**config.mk**
```make
export PLATFORM = sky130hd
export DESIGN_NAME = stop_and_wait_packet_receiver_top_flat
export DESIGN_NICKNAME = d
export VERILOG_FILES = /design/src/sv/swr_pkg.sv /design/src/sv/swr_in_if.sv /design/src/sv/swr_out_if.sv /design/src/sv/swr_ram.sv /design/src/sv/swr_rx.sv /design/src/sv/swr_emit.sv /design/src/sv/stop_and_wait_packet_receiver_top.sv /design/src/flat_wrapper.sv
export SDC_FILE = /design/constraint.sdc
export NUM_CORES = 1
export LEC_CHECK = 0
export ABC_AREA = 1
export BUFFER_PORTS_ARGS = -buffer_cell sky130_fd_sc_hd__buf_2
export CAP_MARGIN = 20
export CORE_MARGIN = 2
export CORE_UTILIZATION = 45
export DETAILED_ROUTE_END_ITERATION = 8
export PLACE_DENSITY_LB_ADDON = 0.3
export SLEW_MARGIN = 0
export SYNTH_ARGS = -nofsm -noshare
export SYNTH_HDL_FRONTEND = slang
export SYNTH_SLANG_ARGS = --single-unit
```
**constraint.sdc**
```tcl
create_clock -name clk -period 5.1 [get_ports clk]
set_input_delay 0.765 -clock clk [delete_from_list [all_inputs] [get_ports clk]]
set_output_delay 0.765 -clock clk [all_outputs]
set_load 0.01 [all_outputs]
```
**src/sv/swr_pkg.sv**
```systemverilog
`default_nettype none
package swr_pkg;

  localparam int PACKET_BYTES_DEF = 32;

  localparam int CFG_IDX_W  = 2;
  localparam int CFG_DATA_W = 16;

  localparam logic [CFG_IDX_W-1:0] CFG_SRC_NODE = 2'd0;
  localparam logic [CFG_IDX_W-1:0] CFG_OWN_ID   = 2'd1;
  localparam logic [CFG_IDX_W-1:0] CFG_TIMEOUT  = 2'd2;

  localparam logic [7:0]  SRC_NODE_RST = 8'd1;
  localparam logic [7:0]  OWN_ID_RST   = 8'd2;
  localparam logic [15:0] TIMEOUT_RST  = 16'd1000;

  localparam logic REQ_BYTE = 1'b0;
  localparam logic REQ_TICK = 1'b1;

  localparam logic [7:0] NUM_FIRST = 8'd1;
  localparam logic [7:0] NUM_LAST  = 8'd255;
  localparam logic [7:0] BEACON_TAIL = 8'h00;

  localparam int HDR_ID_BYTES = 4;
  localparam int HDR_BYTES    = 7;
  localparam int CHECK_BYTES  = 3;
  localparam int NUM_QUORUM   = 2;

  // burst request from the protocol tracker to the output sequencer
  typedef struct packed {
    logic       beacon;
    logic       header;
    logic       deliver;
    logic [7:0] tail;
  } swr_cmd_t;

endpackage
`default_nettype wire

```
**src/sv/swr_in_if.sv**
```systemverilog
`default_nettype none
interface swr_in_if;
  logic       valid;
  logic       ready;
  logic       req_type;
  logic [7:0] rx_byte;

  modport source (output valid, req_type, rx_byte, input ready);
  modport sink (input valid, req_type, rx_byte, output ready);
endinterface
`default_nettype wire

```
**src/sv/swr_out_if.sv**
```systemverilog
`default_nettype none
interface swr_out_if;
  logic       valid;
  logic       ready;
  logic [7:0] ctrl_byte;
  logic [7:0] data_byte;
  logic       last;

  modport source (output valid, ctrl_byte, data_byte, last, input ready);
  modport sink (input valid, ctrl_byte, data_byte, last, output ready);
endinterface
`default_nettype wire

```
**src/sv/swr_ram.sv**
```systemverilog
`default_nettype none
module swr_ram #(
  parameter int WIDTH  = 8,
  parameter int DEPTH  = 32,
  parameter int ADDR_W = (DEPTH > 1) ? $clog2(DEPTH) : 1
) (
  input  wire logic              clk,
  input  wire logic              we,
  input  wire logic [ADDR_W-1:0] waddr,
  input  wire logic [WIDTH-1:0]  wdata,
  input  wire logic              re,
  input  wire logic [ADDR_W-1:0] raddr,
  output logic      [WIDTH-1:0]  rdata
);

  logic [WIDTH-1:0] mem [DEPTH];

  always_ff @(posedge clk) begin
    if (we) begin
      mem[waddr] <= wdata;
    end
    if (re) begin
      rdata <= mem[raddr];
    end
  end

endmodule
`default_nettype wire

```
**src/sv/swr_rx.sv**
```systemverilog
`default_nettype none
module swr_rx #(
  parameter int PACKET_BYTES = swr_pkg::PACKET_BYTES_DEF,
  parameter int ADDR_W       = (PACKET_BYTES > 1) ? $clog2(PACKET_BYTES) : 1
) (
  input  wire logic              clk,
  input  wire logic              rst,
  input  wire logic              accept,
  input  wire logic              req_type,
  input  wire logic [7:0]        rx_byte,
  input  wire logic [7:0]        src_node,
  input  wire logic [15:0]       timeout,
  output swr_pkg::swr_cmd_t      cmd,
  output logic                   start,
  output logic                   wr_en,
  output logic      [ADDR_W-1:0] wr_addr,
  output logic      [7:0]        wr_data
);
  import swr_pkg::*;

  localparam int PW = $clog2(PACKET_BYTES + 1);

  typedef enum logic [3:0] {
    PH_BEACON    = 4'b0001,
    PH_WAIT      = 4'b0010,
    PH_CHECK_ID  = 4'b0100,
    PH_CHECK_NUM = 4'b1000
  } phase_t;

  phase_t        phase, phase_next, eff_phase;
  logic [1:0]    id_pos, id_pos_next, id_cnt, id_cnt_next;
  logic [1:0]    num_pos, num_pos_next, num_cnt, num_cnt_next;
  logic          in_payload, in_payload_next;
  logic [PW-1:0] ppos, ppos_next, ppos_inc;
  logic [7:0]    expected, expected_next, acked, acked_next;
  logic          ack_sent, ack_sent_next;
  logic [15:0]   elapsed, elapsed_next, elapsed_base, elapsed_inc;
  logic [7:0]    cmp_ref;
  logic          hit, to_wait;
  logic [1:0]    id_sum, num_sum;

  // one byte comparator serves both the id and the packet-number checks
  assign cmp_ref = (phase == PH_CHECK_NUM) ? expected : src_node;
  assign hit     = (rx_byte == cmp_ref);
  assign id_sum  = id_cnt + {1'b0, hit};
  assign num_sum = num_cnt + {1'b0, hit};

  assign eff_phase    = (phase == PH_BEACON) ? PH_WAIT : phase;
  assign elapsed_base = (phase == PH_BEACON) ? 16'd0 : elapsed;
  assign elapsed_inc  = (elapsed_base == 16'hFFFF) ? elapsed_base : elapsed_base + 16'd1;
  assign ppos_inc     = ppos + PW'(1);

  assign wr_addr = ppos[ADDR_W-1:0];
  assign wr_data = rx_byte;
  assign start   = accept && (cmd.beacon || cmd.header || cmd.deliver);

  always_comb begin
    phase_next      = phase;
    id_pos_next     = id_pos;
    id_cnt_next     = id_cnt;
    num_pos_next    = num_pos;
    num_cnt_next    = num_cnt;
    in_payload_next = in_payload;
    ppos_next       = ppos;
    expected_next   = expected;
    acked_next      = acked;
    ack_sent_next   = ack_sent;
    elapsed_next    = elapsed;
    cmd             = '0;
    wr_en           = 1'b0;
    to_wait         = 1'b0;
    if (accept) begin
      if (phase == PH_BEACON) begin
        cmd.beacon   = 1'b1;
        cmd.tail     = BEACON_TAIL;
        phase_next   = PH_WAIT;
        elapsed_next = 16'd0;
      end
      if (req_type == REQ_TICK) begin
        elapsed_next = elapsed_inc;
        if (eff_phase == PH_WAIT && elapsed_inc > timeout) begin
          cmd.header   = 1'b1;
          cmd.tail     = ack_sent ? acked : BEACON_TAIL;
          elapsed_next = 16'd0;
        end
      end else begin
        unique case (eff_phase)
          PH_WAIT: begin
            if (hit) begin
              id_pos_next = 2'd1;
              id_cnt_next = 2'd1;
              phase_next  = PH_CHECK_ID;
            end
          end
          PH_CHECK_ID: begin
            id_pos_next = id_pos + 2'd1;
            id_cnt_next = id_sum;
            if (id_pos + 2'd1 == 2'(CHECK_BYTES)) begin
              id_pos_next = 2'd0;
              id_cnt_next = 2'd0;
              if (id_sum == 2'(CHECK_BYTES)) begin
                phase_next      = PH_CHECK_NUM;
                num_pos_next    = 2'd0;
                num_cnt_next    = 2'd0;
                in_payload_next = 1'b0;
                ppos_next       = '0;
              end else begin
                to_wait = 1'b1;
              end
            end
          end
          PH_CHECK_NUM: begin
            if (in_payload) begin
              wr_en     = 1'b1;
              ppos_next = ppos_inc;
              if (ppos_inc == PW'(PACKET_BYTES)) begin
                cmd.deliver   = 1'b1;
                cmd.tail      = expected;
                acked_next    = expected;
                expected_next = (expected == NUM_LAST) ? NUM_FIRST : expected + 8'd1;
                ack_sent_next = 1'b1;
                to_wait       = 1'b1;
              end
            end else begin
              num_pos_next = num_pos + 2'd1;
              num_cnt_next = num_sum;
              if (num_pos + 2'd1 == 2'(CHECK_BYTES)) begin
                if (num_sum >= 2'(NUM_QUORUM)) begin
                  in_payload_next = 1'b1;
                  ppos_next       = '0;
                end else begin
                  to_wait = 1'b1;
                end
              end
            end
          end
          default: ;
        endcase
      end
      if (to_wait) begin
        id_pos_next     = 2'd0;
        id_cnt_next     = 2'd0;
        num_pos_next    = 2'd0;
        num_cnt_next    = 2'd0;
        in_payload_next = 1'b0;
        ppos_next       = '0;
        phase_next      = PH_WAIT;
        elapsed_next    = 16'd0;
      end
    end
  end

  always_ff @(posedge clk) begin
    if (rst) begin
      phase      <= PH_BEACON;
      id_pos     <= 2'd0;
      id_cnt     <= 2'd0;
      num_pos    <= 2'd0;
      num_cnt    <= 2'd0;
      in_payload <= 1'b0;
      ppos       <= '0;
      expected   <= NUM_FIRST;
      acked      <= NUM_FIRST;
      ack_sent   <= 1'b0;
      elapsed    <= 16'd0;
    end else begin
      phase      <= phase_next;
      id_pos     <= id_pos_next;
      id_cnt     <= id_cnt_next;
      num_pos    <= num_pos_next;
      num_cnt    <= num_cnt_next;
      in_payload <= in_payload_next;
      ppos       <= ppos_next;
      expected   <= expected_next;
      acked      <= acked_next;
      ack_sent   <= ack_sent_next;
      elapsed    <= elapsed_next;
    end
  end

endmodule
`default_nettype wire

```
**src/sv/swr_emit.sv**
```systemverilog
`default_nettype none
module swr_emit #(
  parameter int PACKET_BYTES = swr_pkg::PACKET_BYTES_DEF,
  parameter int ADDR_W       = (PACKET_BYTES > 1) ? $clog2(PACKET_BYTES) : 1
) (
  input  wire logic              clk,
  input  wire logic              rst,
  input  wire logic              start,
  input  wire swr_pkg::swr_cmd_t cmd,
  input  wire logic [7:0]        own_id,
  output logic                   idle,
  output logic                   rd_en,
  output logic      [ADDR_W-1:0] rd_addr,
  input  wire logic [7:0]        rd_data,
  swr_out_if.source              out_ch
);
  import swr_pkg::*;

  localparam int CW = $clog2((PACKET_BYTES > HDR_BYTES) ? PACKET_BYTES : HDR_BYTES);

  typedef enum logic [4:0] {
    SEG_IDLE    = 5'b00001,
    SEG_BEACON  = 5'b00010,
    SEG_MARKER  = 5'b00100,
    SEG_PAYLOAD = 5'b01000,
    SEG_HEADER  = 5'b10000
  } seg_t;

  seg_t          seg, seg_next;
  logic [CW-1:0] cnt, cnt_next;
  logic [7:0]    tail;
  logic          more_hdr;
  logic          adv;
  logic          hdr_end;
  logic [7:0]    ctrl_next, data_next;
  logic          last_next;

  assign idle    = (seg == SEG_IDLE);
  assign adv     = !idle && (!out_ch.valid || out_ch.ready);
  assign hdr_end = (cnt == CW'(HDR_BYTES - 1));

  always_comb begin
    seg_next  = seg;
    cnt_next  = cnt;
    ctrl_next = 8'd0;
    data_next = 8'd0;
    last_next = 1'b0;
    rd_en     = 1'b0;
    rd_addr   = '0;
    if (start) begin
      cnt_next = '0;
      if (cmd.beacon) begin
        seg_next = SEG_BEACON;
      end else if (cmd.header) begin
        seg_next = SEG_HEADER;
      end else begin
        seg_next = SEG_MARKER;
      end
    end else if (adv) begin
      cnt_next = cnt + CW'(1);
      unique case (seg)
        SEG_BEACON: begin
          ctrl_next = (cnt < CW'(HDR_ID_BYTES)) ? own_id : BEACON_TAIL;
          last_next = hdr_end && !more_hdr;
          if (hdr_end) begin
            cnt_next = '0;
            seg_next = more_hdr ? SEG_HEADER : SEG_IDLE;
          end
        end
        SEG_HEADER: begin
          ctrl_next = (cnt < CW'(HDR_ID_BYTES)) ? own_id : tail;
          last_next = hdr_end;
          if (hdr_end) begin
            cnt_next = '0;
            seg_next = SEG_IDLE;
          end
        end
        SEG_MARKER: begin
          data_next = own_id;
          rd_en     = 1'b1;
          cnt_next  = '0;
          seg_next  = SEG_PAYLOAD;
        end
        SEG_PAYLOAD: begin
          data_next = rd_data;
          if (cnt == CW'(PACKET_BYTES - 1)) begin
            cnt_next = '0;
            seg_next = SEG_HEADER;
          end else begin
            // prefetch the next stored byte; the read data holds while stalled
            rd_en   = 1'b1;
            rd_addr = ADDR_W'(cnt + CW'(1));
          end
        end
        default: ;
      endcase
    end
  end

  always_ff @(posedge clk) begin
    if (rst) begin
      seg          <= SEG_IDLE;
      cnt          <= '0;
      more_hdr     <= 1'b0;
      out_ch.valid <= 1'b0;
    end else begin
      seg <= seg_next;
      cnt <= cnt_next;
      if (start) begin
        more_hdr <= cmd.header;
      end
      if (adv) begin
        out_ch.valid <= 1'b1;
      end else if (out_ch.ready) begin
        out_ch.valid <= 1'b0;
      end
    end
  end

  always_ff @(posedge clk) begin
    if (start) begin
      tail <= cmd.tail;
    end
    if (adv) begin
      out_ch.ctrl_byte <= ctrl_next;
      out_ch.data_byte <= data_next;
      out_ch.last      <= last_next;
    end
  end

endmodule
`default_nettype wire

```
**src/sv/stop_and_wait_packet_receiver_top.sv**
```systemverilog
// Receiver end of a stop-and-wait link.
// in_ch carries one item per handshake: a received byte (req_type 0) or one
// time tick (req_type 1). out_ch carries result items (ctrl_byte, data_byte,
// last); last marks the final result caused by one input item.
// An item that causes no result leaves in_ch.ready high, so such items
// stream back to back. A burst item first sets the sequencer state, then
// its results enter the output register one per cycle unless out_ch stalls:
// 7 for a beacon or ack, 14 for a beacon plus an immediate timeout resend,
// PACKET_BYTES + 8 for a packet delivery. in_ch.ready stays low until the
// output sequencer has produced the last result of the burst; it may rise
// while that result still waits in the output register.
// A stall on out_ch freezes the sequencer and the payload memory read;
// nothing is lost or repeated.
// Reset (synchronous) loads the registers with source id 1, own id 2 and
// timeout 1000, empties the output register and arms the startup beacon,
// sent ahead of the results of the first item. The user must write the
// registers through cfg_we/cfg_index/cfg_data while idle (not enforced).
`default_nettype none
module stop_and_wait_packet_receiver_top #(
  parameter int PACKET_BYTES = swr_pkg::PACKET_BYTES_DEF
) (
  input  wire logic                             clk,
  input  wire logic                             rst,
  input  wire logic                             cfg_we,
  input  wire logic [swr_pkg::CFG_IDX_W-1:0]    cfg_index,
  input  wire logic [swr_pkg::CFG_DATA_W-1:0]   cfg_data,
  swr_in_if.sink                                in_ch,
  swr_out_if.source                             out_ch
);
  import swr_pkg::*;

  localparam int ADDR_W = (PACKET_BYTES > 1) ? $clog2(PACKET_BYTES) : 1;

  logic [7:0]        src_node, own_id;
  logic [15:0]       timeout;
  logic              accept, start, idle;
  swr_cmd_t          cmd;
  logic              wr_en, rd_en;
  logic [ADDR_W-1:0] wr_addr, rd_addr;
  logic [7:0]        wr_data, rd_data;

  assign in_ch.ready = idle;
  assign accept      = in_ch.valid && in_ch.ready;

  always_ff @(posedge clk) begin
    if (rst) begin
      src_node <= SRC_NODE_RST;
      own_id   <= OWN_ID_RST;
      timeout  <= TIMEOUT_RST;
    end else if (cfg_we) begin
      unique case (cfg_index)
        CFG_SRC_NODE: src_node <= cfg_data[7:0];
        CFG_OWN_ID:   own_id   <= cfg_data[7:0];
        CFG_TIMEOUT:  timeout  <= cfg_data[15:0];
        default: ;
      endcase
    end
  end

  swr_rx #(
    .PACKET_BYTES(PACKET_BYTES),
    .ADDR_W      (ADDR_W)
  ) u_rx (
    .clk     (clk),
    .rst     (rst),
    .accept  (accept),
    .req_type(in_ch.req_type),
    .rx_byte (in_ch.rx_byte),
    .src_node(src_node),
    .timeout (timeout),
    .cmd     (cmd),
    .start   (start),
    .wr_en   (wr_en),
    .wr_addr (wr_addr),
    .wr_data (wr_data)
  );

  swr_ram #(
    .WIDTH (8),
    .DEPTH (PACKET_BYTES),
    .ADDR_W(ADDR_W)
  ) u_ram (
    .clk  (clk),
    .we   (wr_en),
    .waddr(wr_addr),
    .wdata(wr_data),
    .re   (rd_en),
    .raddr(rd_addr),
    .rdata(rd_data)
  );

  swr_emit #(
    .PACKET_BYTES(PACKET_BYTES),
    .ADDR_W      (ADDR_W)
  ) u_emit (
    .clk    (clk),
    .rst    (rst),
    .start  (start),
    .cmd    (cmd),
    .own_id (own_id),
    .idle   (idle),
    .rd_en  (rd_en),
    .rd_addr(rd_addr),
    .rd_data(rd_data),
    .out_ch (out_ch)
  );

endmodule
`default_nettype wire
```
**src/flat_wrapper.sv**
```systemverilog
// flat-port wrapper written by rule: the top's interface ports become plain ports
module stop_and_wait_packet_receiver_top_flat import swr_pkg::*;
#(
  parameter int PACKET_BYTES = swr_pkg::PACKET_BYTES_DEF
)
  (clk, rst, cfg_we, cfg_index, cfg_data, in_ch_valid, in_ch_req_type, in_ch_rx_byte, in_ch_ready, out_ch_valid, out_ch_ctrl_byte, out_ch_data_byte, out_ch_last, out_ch_ready);
  swr_in_if in_ch_i ();
  swr_out_if out_ch_i ();
  input  wire logic clk;
  input  wire logic rst;
  input  wire logic cfg_we;
  input  wire logic [swr_pkg::CFG_IDX_W-1:0] cfg_index;
  input  wire logic [swr_pkg::CFG_DATA_W-1:0] cfg_data;
  input wire logic [$bits(in_ch_i.valid)-1:0] in_ch_valid;
  input wire logic [$bits(in_ch_i.req_type)-1:0] in_ch_req_type;
  input wire logic [$bits(in_ch_i.rx_byte)-1:0] in_ch_rx_byte;
  output wire logic [$bits(in_ch_i.ready)-1:0] in_ch_ready;
  output wire logic [$bits(out_ch_i.valid)-1:0] out_ch_valid;
  output wire logic [$bits(out_ch_i.ctrl_byte)-1:0] out_ch_ctrl_byte;
  output wire logic [$bits(out_ch_i.data_byte)-1:0] out_ch_data_byte;
  output wire logic [$bits(out_ch_i.last)-1:0] out_ch_last;
  input wire logic [$bits(out_ch_i.ready)-1:0] out_ch_ready;
  assign in_ch_i.valid = in_ch_valid;
  assign in_ch_i.req_type = in_ch_req_type;
  assign in_ch_i.rx_byte = in_ch_rx_byte;
  assign in_ch_ready = in_ch_i.ready;
  assign out_ch_valid = out_ch_i.valid;
  assign out_ch_ctrl_byte = out_ch_i.ctrl_byte;
  assign out_ch_data_byte = out_ch_i.data_byte;
  assign out_ch_last = out_ch_i.last;
  assign out_ch_i.ready = out_ch_ready;
  stop_and_wait_packet_receiver_top #(.PACKET_BYTES(PACKET_BYTES)) u_core (.clk(clk), .rst(rst), .cfg_we(cfg_we), .cfg_index(cfg_index), .cfg_data(cfg_data), .in_ch(in_ch_i), .out_ch(out_ch_i));
endmodule
```
## Word-level counts from Yosys, hierarchy flattened

Memory sizes are Yosys's and may differ from the RTL's. A register that Yosys moved wholly into a read port is not among the register bits.
Cells that the tools add are included.

| cells by class | value |
|---|---|
| add/subtract/negate cells | 8 |
| $lt $le $gt $ge | 3 |
| equal/unequal tests | 31 |
| mux-type cells | 101 |
| bitwise logic cells | 1 |
| reductions and logical operators | 28 |

Operator list:

| kind | count |
|---|---|
| 16-bit two-way mux | 5 |
| 5-bit two-way mux | 13 |
| 8-bit two-way mux | 7 |
| 6-bit two-way mux | 7 |
| 8-bit case mux with 2 select lines | 2 |
| 1-bit two-way mux | 30 |
| 2-bit two-way mux | 15 |
| 9-bit two-way mux | 3 |
| 4-bit two-way mux | 6 |
| 5-bit case mux with 4 select lines | 1 |
| 16-bit by 1-bit adder with 16-bit output, second input constant | 1 |
| 16-bit == test, second input constant | 1 |
| 16-bit > comparator | 1 |
| 2-bit case mux with 2 select lines | 4 |
| 5-bit case mux with 3 select lines | 1 |
| 5-bit AND reduction | 3 |
| 3-bit by 2-bit inequality test with 1-bit output, second input constant | 4 |
| 6-bit case mux with 2 select lines | 1 |
| 11-bit two-way mux | 1 |
| 5-bit by 3-bit == test with 1-bit output, second input constant | 2 |
| 5-bit == test, second input constant | 2 |
| 3-bit inequality test, second input constant | 3 |
| 8-bit by 1-bit adder with 8-bit output, second input constant | 1 |
| 2-bit == test, second input constant | 4 |
| 34 further kinds | 54 |

| word-level totals | value |
|---|---|
| register bits after elaboration | 121 |
| RAM bits | 256 |
| input port bits | 32 |
| output and inout bits | 19 |
| logic and storage cells | 195 |
| memories | 1 |

Memory list:

| name | words | bits a word | read ports | clocked after memory_dff | wr ports | RTL line | source |
|---|---|---|---|---|---|---|---|
| u_core.u_ram.mem | 32 | 8 | 1 | 1 | 1 | swr_ram.sv:16 | `logic [WIDTH-1:0] mem [DEPTH];` |

## Depth between registers and ports, before layout

| logic depth | value |
|---|---|
| depth in word-level cells | 14 |
| gate-level depth with buffers | 28 |
| mapped depth without buffers | 27 |

## Cells and area by module

Synthesis repeated with hierarchy kept, for this count alone.

| second synthesis, totals | value |
|---|---|
| cells, all modules | 1998 |
| area, all modules | 18348.8 um^2 |

Modules (own cells, without submodules):

| module | times used | cells an instance | area each (um^2) | sequential area each (um^2) |
|---|---|---|---|---|
| swr_ram | 1 | 922 | 10867.9 | 7927.6 |
| swr_rx | 1 | 673 | 4302.9 | 1041.0 |
| swr_emit | 1 | 207 | 1850.5 | 991.0 |
| stop_and_wait_packet_receiver_top | 1 | 196 | 1327.5 | 640.6 |

## Least setup slack after synthesis

OpenSTA, ideal clock, no wires.

| path | value |
|---|---|
| path kind | reg-to-reg |
| start point | reg u_core.u_rx.phase[3] |
| end point | reg u_core.u_emit.seg[4] |
| library setup time | 0.110 ns |
| data arrival time | 3.565 ns |
| data required time | 4.990 ns |
| path slack | 1.425 ns |
| stages on the path, launching flop included | 26 |
| path buffers | 1 |
| period minus slack after synthesis | 3.675 ns |
| cell sequence | dfxtp_1 > nor2_1 > nand2_1 > buf_2 > inv_1 > nor2_1 > ha_1 > nand3_1 > nor2_1 > nand4_1 > nand3b_1 > o21ai_0 > inv_1 > ha_1 > a21oi_1 > o21ai_0 > nand2_1 > nand2_1 > nand2_1 > nand2_1 > nand3_1 > nand3_1 > nor2_1 > nand2_1 > nand2_1 > nor2_1 |

| on the way | value |
|---|---|
| word-level cells in the longest chain between the ends | 14 |
| elaborated cells between the ends (all ways) | 28 |
| those cells by class | 1 x add/sub; 1 x order compare; 7 x eq/ne; 12 x mux; 7 x reduce/logical |

RTL lines:

| element | RTL line | source |
|---|---|---|
| start: declaration | swr_rx.sv:30 | `phase_t phase, phase_next, eff_phase;` |
| start signal: assignment | swr_rx.sv:167 | `phase <= phase_next;` |
| 4-bit by 1-bit == test with 1-bit output | swr_rx.sv:48, swr_rx.sv:49, swr_rx.sv:73 |  |
| 16-bit two-way mux | swr_rx.sv:49 | `assign elapsed_base = (phase == PH_BEACON) ? 16'd0 : elapsed;` |
| 16-bit by 1-bit adder with 16-bit output / 16-bit == test (equally long branches) | swr_rx.sv:50 | `assign elapsed_inc = (elapsed_base == 16'hFFFF) ? elapsed_base : elapsed_base + 16'd1;` |
| 16-bit two-way mux | swr_rx.sv:50 |  |
| 16-bit > comparator | swr_rx.sv:81 | `if (eff_phase == PH_WAIT && elapsed_inc > timeout) begin` |
| 1-bit logical AND | swr_rx.sv:81 |  |
| 1-bit two-way mux | swr_rx.sv:81 |  |
| 1-bit two-way mux | swr_rx.sv:79 | `if (req_type == REQ_TICK) begin` |
| 11-bit two-way mux (*) | swr_rx.sv:72 | `if (accept) begin` |
| 1-bit logical OR | swr_rx.sv:55 | `assign start = accept && (cmd.beacon \|\| cmd.header \|\| cmd.deliver);` |
| 1-bit logical OR (*) | swr_rx.sv:55 |  |
| 1-bit logical AND (*) | swr_rx.sv:55 |  |
| named net u_core.start | stop_and_wait_packet_receiver_top.sv:36 | `logic accept, start, idle;` |
| 3-bit by 2-bit inequality test with 1-bit output (no source line), or another cell as far along | - |  |
| 5-bit AND reduction (no source line) | - |  |
| end signal: assignment | swr_emit.sv:107 | `seg <= seg_next;` |
| end: declaration | swr_emit.sv:29 | `seg_t seg, seg_next;` |

Mark *: on every way through the listed nets, which the timed path passes. The rest lies on a longest branch.
A chain may end at the register's enable or synchronous reset.

## Worst setup path in the final report

| path | value |
|---|---|
| start point | reg u_core.u_rx.phase[3] |
| end point | reg u_core.u_emit.cnt[3] |

| on the way | value |
|---|---|
| word-level cells in the longest chain between the ends | 13 |
| elaborated cells between the ends (all ways) | 20 |
| those cells by class | 1 x add/sub; 1 x order compare; 4 x eq/ne; 9 x mux; 5 x reduce/logical |

RTL lines:

| element | RTL line | source |
|---|---|---|
| 4-bit by 1-bit == test with 1-bit output | swr_rx.sv:48, swr_rx.sv:49, swr_rx.sv:73 |  |
| 16-bit two-way mux | swr_rx.sv:49 |  |
| 16-bit by 1-bit adder with 16-bit output / 16-bit == test (equally long branches) | swr_rx.sv:50 |  |
| 16-bit two-way mux | swr_rx.sv:50 |  |
| 16-bit > comparator | swr_rx.sv:81 |  |
| 1-bit logical AND | swr_rx.sv:81 |  |
| 1-bit two-way mux | swr_rx.sv:81 |  |
| 1-bit two-way mux | swr_rx.sv:79 |  |
| 11-bit two-way mux (*) | swr_rx.sv:72 |  |
| 1-bit logical OR | swr_rx.sv:55 |  |
| 1-bit logical OR (*) | swr_rx.sv:55 |  |
| 1-bit logical AND (*) | swr_rx.sv:55 |  |
| named net u_core.start | stop_and_wait_packet_receiver_top.sv:36 |  |
| 2-bit OR reduction (no source line) (*) | - |  |
| end signal: assignment | swr_emit.sv:108 | `cnt <= cnt_next;` |
| end: declaration | swr_emit.sv:30 | `logic [CW-1:0] cnt, cnt_next;` |

Marks and branches as above.

==> metrics <==
r2r setup slk roughly 0.55 ns; Diodes inserted 0; Layout Nets 2088; number of port buffers 50; final setup vio count 0; Max Fanout on Critical Path 13; slowest CP cell nand3b_1; Root Driver clkbuf_16; kind of critical path reg -> reg; Pwr Density 378 nW/um^2; GPL Wtd Cong 0.894; worst path bufs/invs 4; worst r2r src u_core.u_rx.phase[3]; GR Util All Layers 21.4%; drt first pass iters 5; Seq/Total Area, Yosys 57.9%; via count 13628; initial antenna violation count 0; Max-cap violations 0; largest net degree at the start of global routing 95; Net Sw Frac 28.6%; Max Freq 220 MHz; pre-CTS setup slack approximately 0.34 ns; FP Rows 73; slew margin rel. 37.6%; static leakage 0.00836 uW; clock-pin slew on the worst setup and hold paths approximately 0.060 ns; share of the synthesized area in the top cell type 47.4%; Pwr Total 7690 uW; Clock power frac 37.2%; Async SR Flop Fraction 0%; WL/cell 17.3 um; Worst path most repeated cell nand2_1; die area 42300 um^2; CTS max path bufs 3; min-delay worst type in -> reg; library cells used by synthesis 41; Clock Latency Late Sink 0.57 ns; syn_area_per_cell just over 9 um^2; setup_tns 0 ns; total routed wirelength 44.8 mm; fraction of layout cells with a size suffix above 1 under 10%; P&R area growth vs syn 11.2%; H-tree Lvls 2; peak supply drop roughly 0.24 mV; fin. max-slew vios 0; CP Launch Point u_core.u_rx.phase[3]; Cell Count Post-Placement about 2500; Mapped Nets 2060; Pint 5490 uW; Initial Utilization a little under half; fin cells roughly 2600; reg2reg end u_core.u_emit.cnt[3]; total core area 39900 um^2; Via density around 5.3; number of synthesized register bits 385; CTS sink cnt 385; TritonCTS Buffers 41; Hold Violations, Final 0; dominant cells by area after synthesis edfxtp_1 (47%), dfxtp_1 (10%), nand2_1 (9.1%), nand3_1 (7.1%), inv_1 (5.3%); kind of launch point of the worst setup path register; GRT overflow 0; CP required 5.60 ns; Ys Warns 0; CP endpoint u_core.u_emit.cnt[3]; Synth Cell Area 18300 um^2; HPWL reported at the end of detailed placement 29.2 mm; Detail Route Antenna Nets 0; cell family with most CP delay simple AND/OR/NAND/NOR gates; setup ws final 0.549 ns; RSZ-0062 raised after global routing no; first-pass GRT wire length 70.1 mm; drc violations 0; crit end category register; Switch Pwr 2200 uW; Syn Inst Count roughly 2000; sequential power share between 40% and 50%; dominant cell type by area after synthesis edfxtp_1; CTS tree built; Tightest Pin Transition 0.929 ns; status completed; Crit. path cell count 25; worst r2r path cells 25; number of global-route vias before repair 12915; Initial DRC Count about 1200; # Post-CTS Setup Buffers 0; period utilization around nine tenths; min cycle time layout between 4 and 5 ns; arrival time at the worst endpoint 5.05 ns; crit-path max cell delay approximately 0.42 ns; Comb power frac 15.2%; Clock Skew 0.0234 ns; Die H 206 um; Top FF cell, synth edfxtp_1; die width 206 um; I/O Pins between 50 and 60; Post-synth EDFFs slightly below 300; hold-fix buffers at CTS 0
-- state kept, by name, summed over array words and instances, names as in the netlist, 2 cells and up --
name / cells
u_core.u_emit.out_ch.data_byte: 8
u_core.timeout: 16
u_core.u_rx.num_pos: 2
u_core.u_rx.acked: 8
u_core.src_node: 8
u_core.u_rx.id_pos: 2
u_core.u_emit.out_ch.ctrl_byte: 8
u_core.u_rx.id_cnt: 2
u_core.u_rx.elapsed: 16
u_core.u_emit.tail: 8
u_core.u_rx.phase: 4
u_core.u_emit.seg: 5
u_core.u_rx.ppos: 6
u_core.own_id: 8
u_core.u_ram.mem: 256
u_core.u_emit.cnt: 5
u_core.u_ram.rdata: 8
u_core.u_rx.expected: 8
u_core.u_rx.num_cnt: 2
-- power groups by stage --
stage | sequential (uW) | combinational (uW) | clock (uW)
2_1_floorplan | 3730 | 735 | 0
3_3_place_gp | 3720 | 1140 | 0
3_5_place_dp | 3720 | 1160 | 0
4_1_cts | 3660 | 1160 | 2900
5_1_grt | 3670 | 1310 | 3020
6_report | 3660 | 1170 | 2860
-- worst register-to-register path, stage by stage (launching register included) --
cell	delay, ns
dfxtp_1	0.41
nor2_1	0.09
nand2_1	0.19
inv_1	0.16
nor2_1	0.16
ha_1	0.26
nand3_1	0.09
nor2_1	0.11
nand4_1	0.15
nand3b_1	0.42
buf_4	0.32
nand2_1	0.06
o21ai_0	0.10
inv_1	0.09
ha_1	0.25
a21oi_1	0.18
o21ai_0	0.10
nand2_1	0.06
nand2_1	0.04
nand2_1	0.05
nand2_1	0.07
nand3_1	0.37
nand3_4	0.27
inv_1	0.19
nand3_1	0.13
a21oi_1	0.16
-- cells in the final DEF, fill, tap and decap left out, drive strengths merged --
cell type	synthesis	final
nand2	449	449
edfxtp	289	289
inv	267	269
nand3	264	264
nor2	168	168
dfxtp	96	96
nand3b	87	87
buf	32	74
a21oi	69	69
o21ai	60	60
clkbuf	57	58
o211ai	55	55
ha	29	29
nand4	22	22
clkinv	3	16
xor2	12	12
nor3	11	11
a211oi	10	10
xnor2	6	6
o32ai	3	3
o31ai	2	2
o21a	1	1
nor4	1	1
o21bai	1	1
o22ai	1	1
a31oi	1	1
or2	1	1
and2	1	1
a22oi	1	1
clkinvlp	0	1
bufinv	0	1
-- timing repair --
action | 4_1_cts | 5_1_grt
hold endpoints to repair | 0 | 0
endpoints found under the setup margin | 0 | 11
resized for setup | 0 | 2
-- layout make-up --
class                   count  area (um^2)
well taps                 525          657
fillers                  3593        19600
flip-flops and latches    385        10600
inverters                 270         1010
repair buffers             74          455
clock buffers              58         1170
multi-input cells        1255         6350
clock inverters            17          114
-- cells in the mapped netlist, types with 22 or more instances --
library cell  instances
nand2_1             445
edfxtp_1            289
inv_1               260
nand3_1             259
nor2_1              162
dfxtp_1              96
nand3b_1             87
a21oi_1              68
clkbuf_1             57
o21ai_0              57
o211ai_1             55
ha_1                 29
buf_2                27
nand4_1              22
-- per-stage QoR --
| stage | instance area [um^2] | util [%] | hold slack [ns] |
|---|---|---|---|
| 2_1_floorplan | 18300 | - | 0.429 |
| 3_3_place_gp | 19100 | 47.8 | 0.447 |
| 3_5_place_dp | 19100 | 47.8 | 0.455 |
| 4_1_cts | 20300 | 51.0 | 0.394 |
| 5_1_grt | 20400 | 51.0 | 0.415 |
| 6_report | 20400 | 51.0 | 0.422 |
-- worst min-delay path by stage --
stage                          start  cells after the start           endpoint  slack, ns
global placement    u_core.own_id[1]                      2   u_core.own_id[1]       0.45
CTS                      cfg_data[8]                      3  u_core.timeout[8]       0.39
finish                   cfg_data[8]                      3  u_core.timeout[8]       0.42
global route             cfg_data[8]                      3  u_core.timeout[8]       0.41
floorplan           u_core.own_id[1]                      2   u_core.own_id[1]       0.43
detailed placement  u_core.own_id[1]                      2   u_core.own_id[1]       0.45
-- cells by family after synthesis --
kind of cell / after synthesis / synth area share (%)
adders and majority gates: 29 / 1.98
DFF: 385 / 57.9
and+or+nand+nor: 1004 / 25.1
xor gates and xnor gates: 18 / 0.861
AOI/OAI and AO/OA: 204 / 6.63
buffers and inverters: 359 / 7.59
-- layer usage --
layer	part of all wire, %	track usage (%)
met3	4.6	3.20
met4	2.7	7.68
met5	0	0
met1	43	27.6
met2	49	36.8
Power figures use the tool's default switching activity.
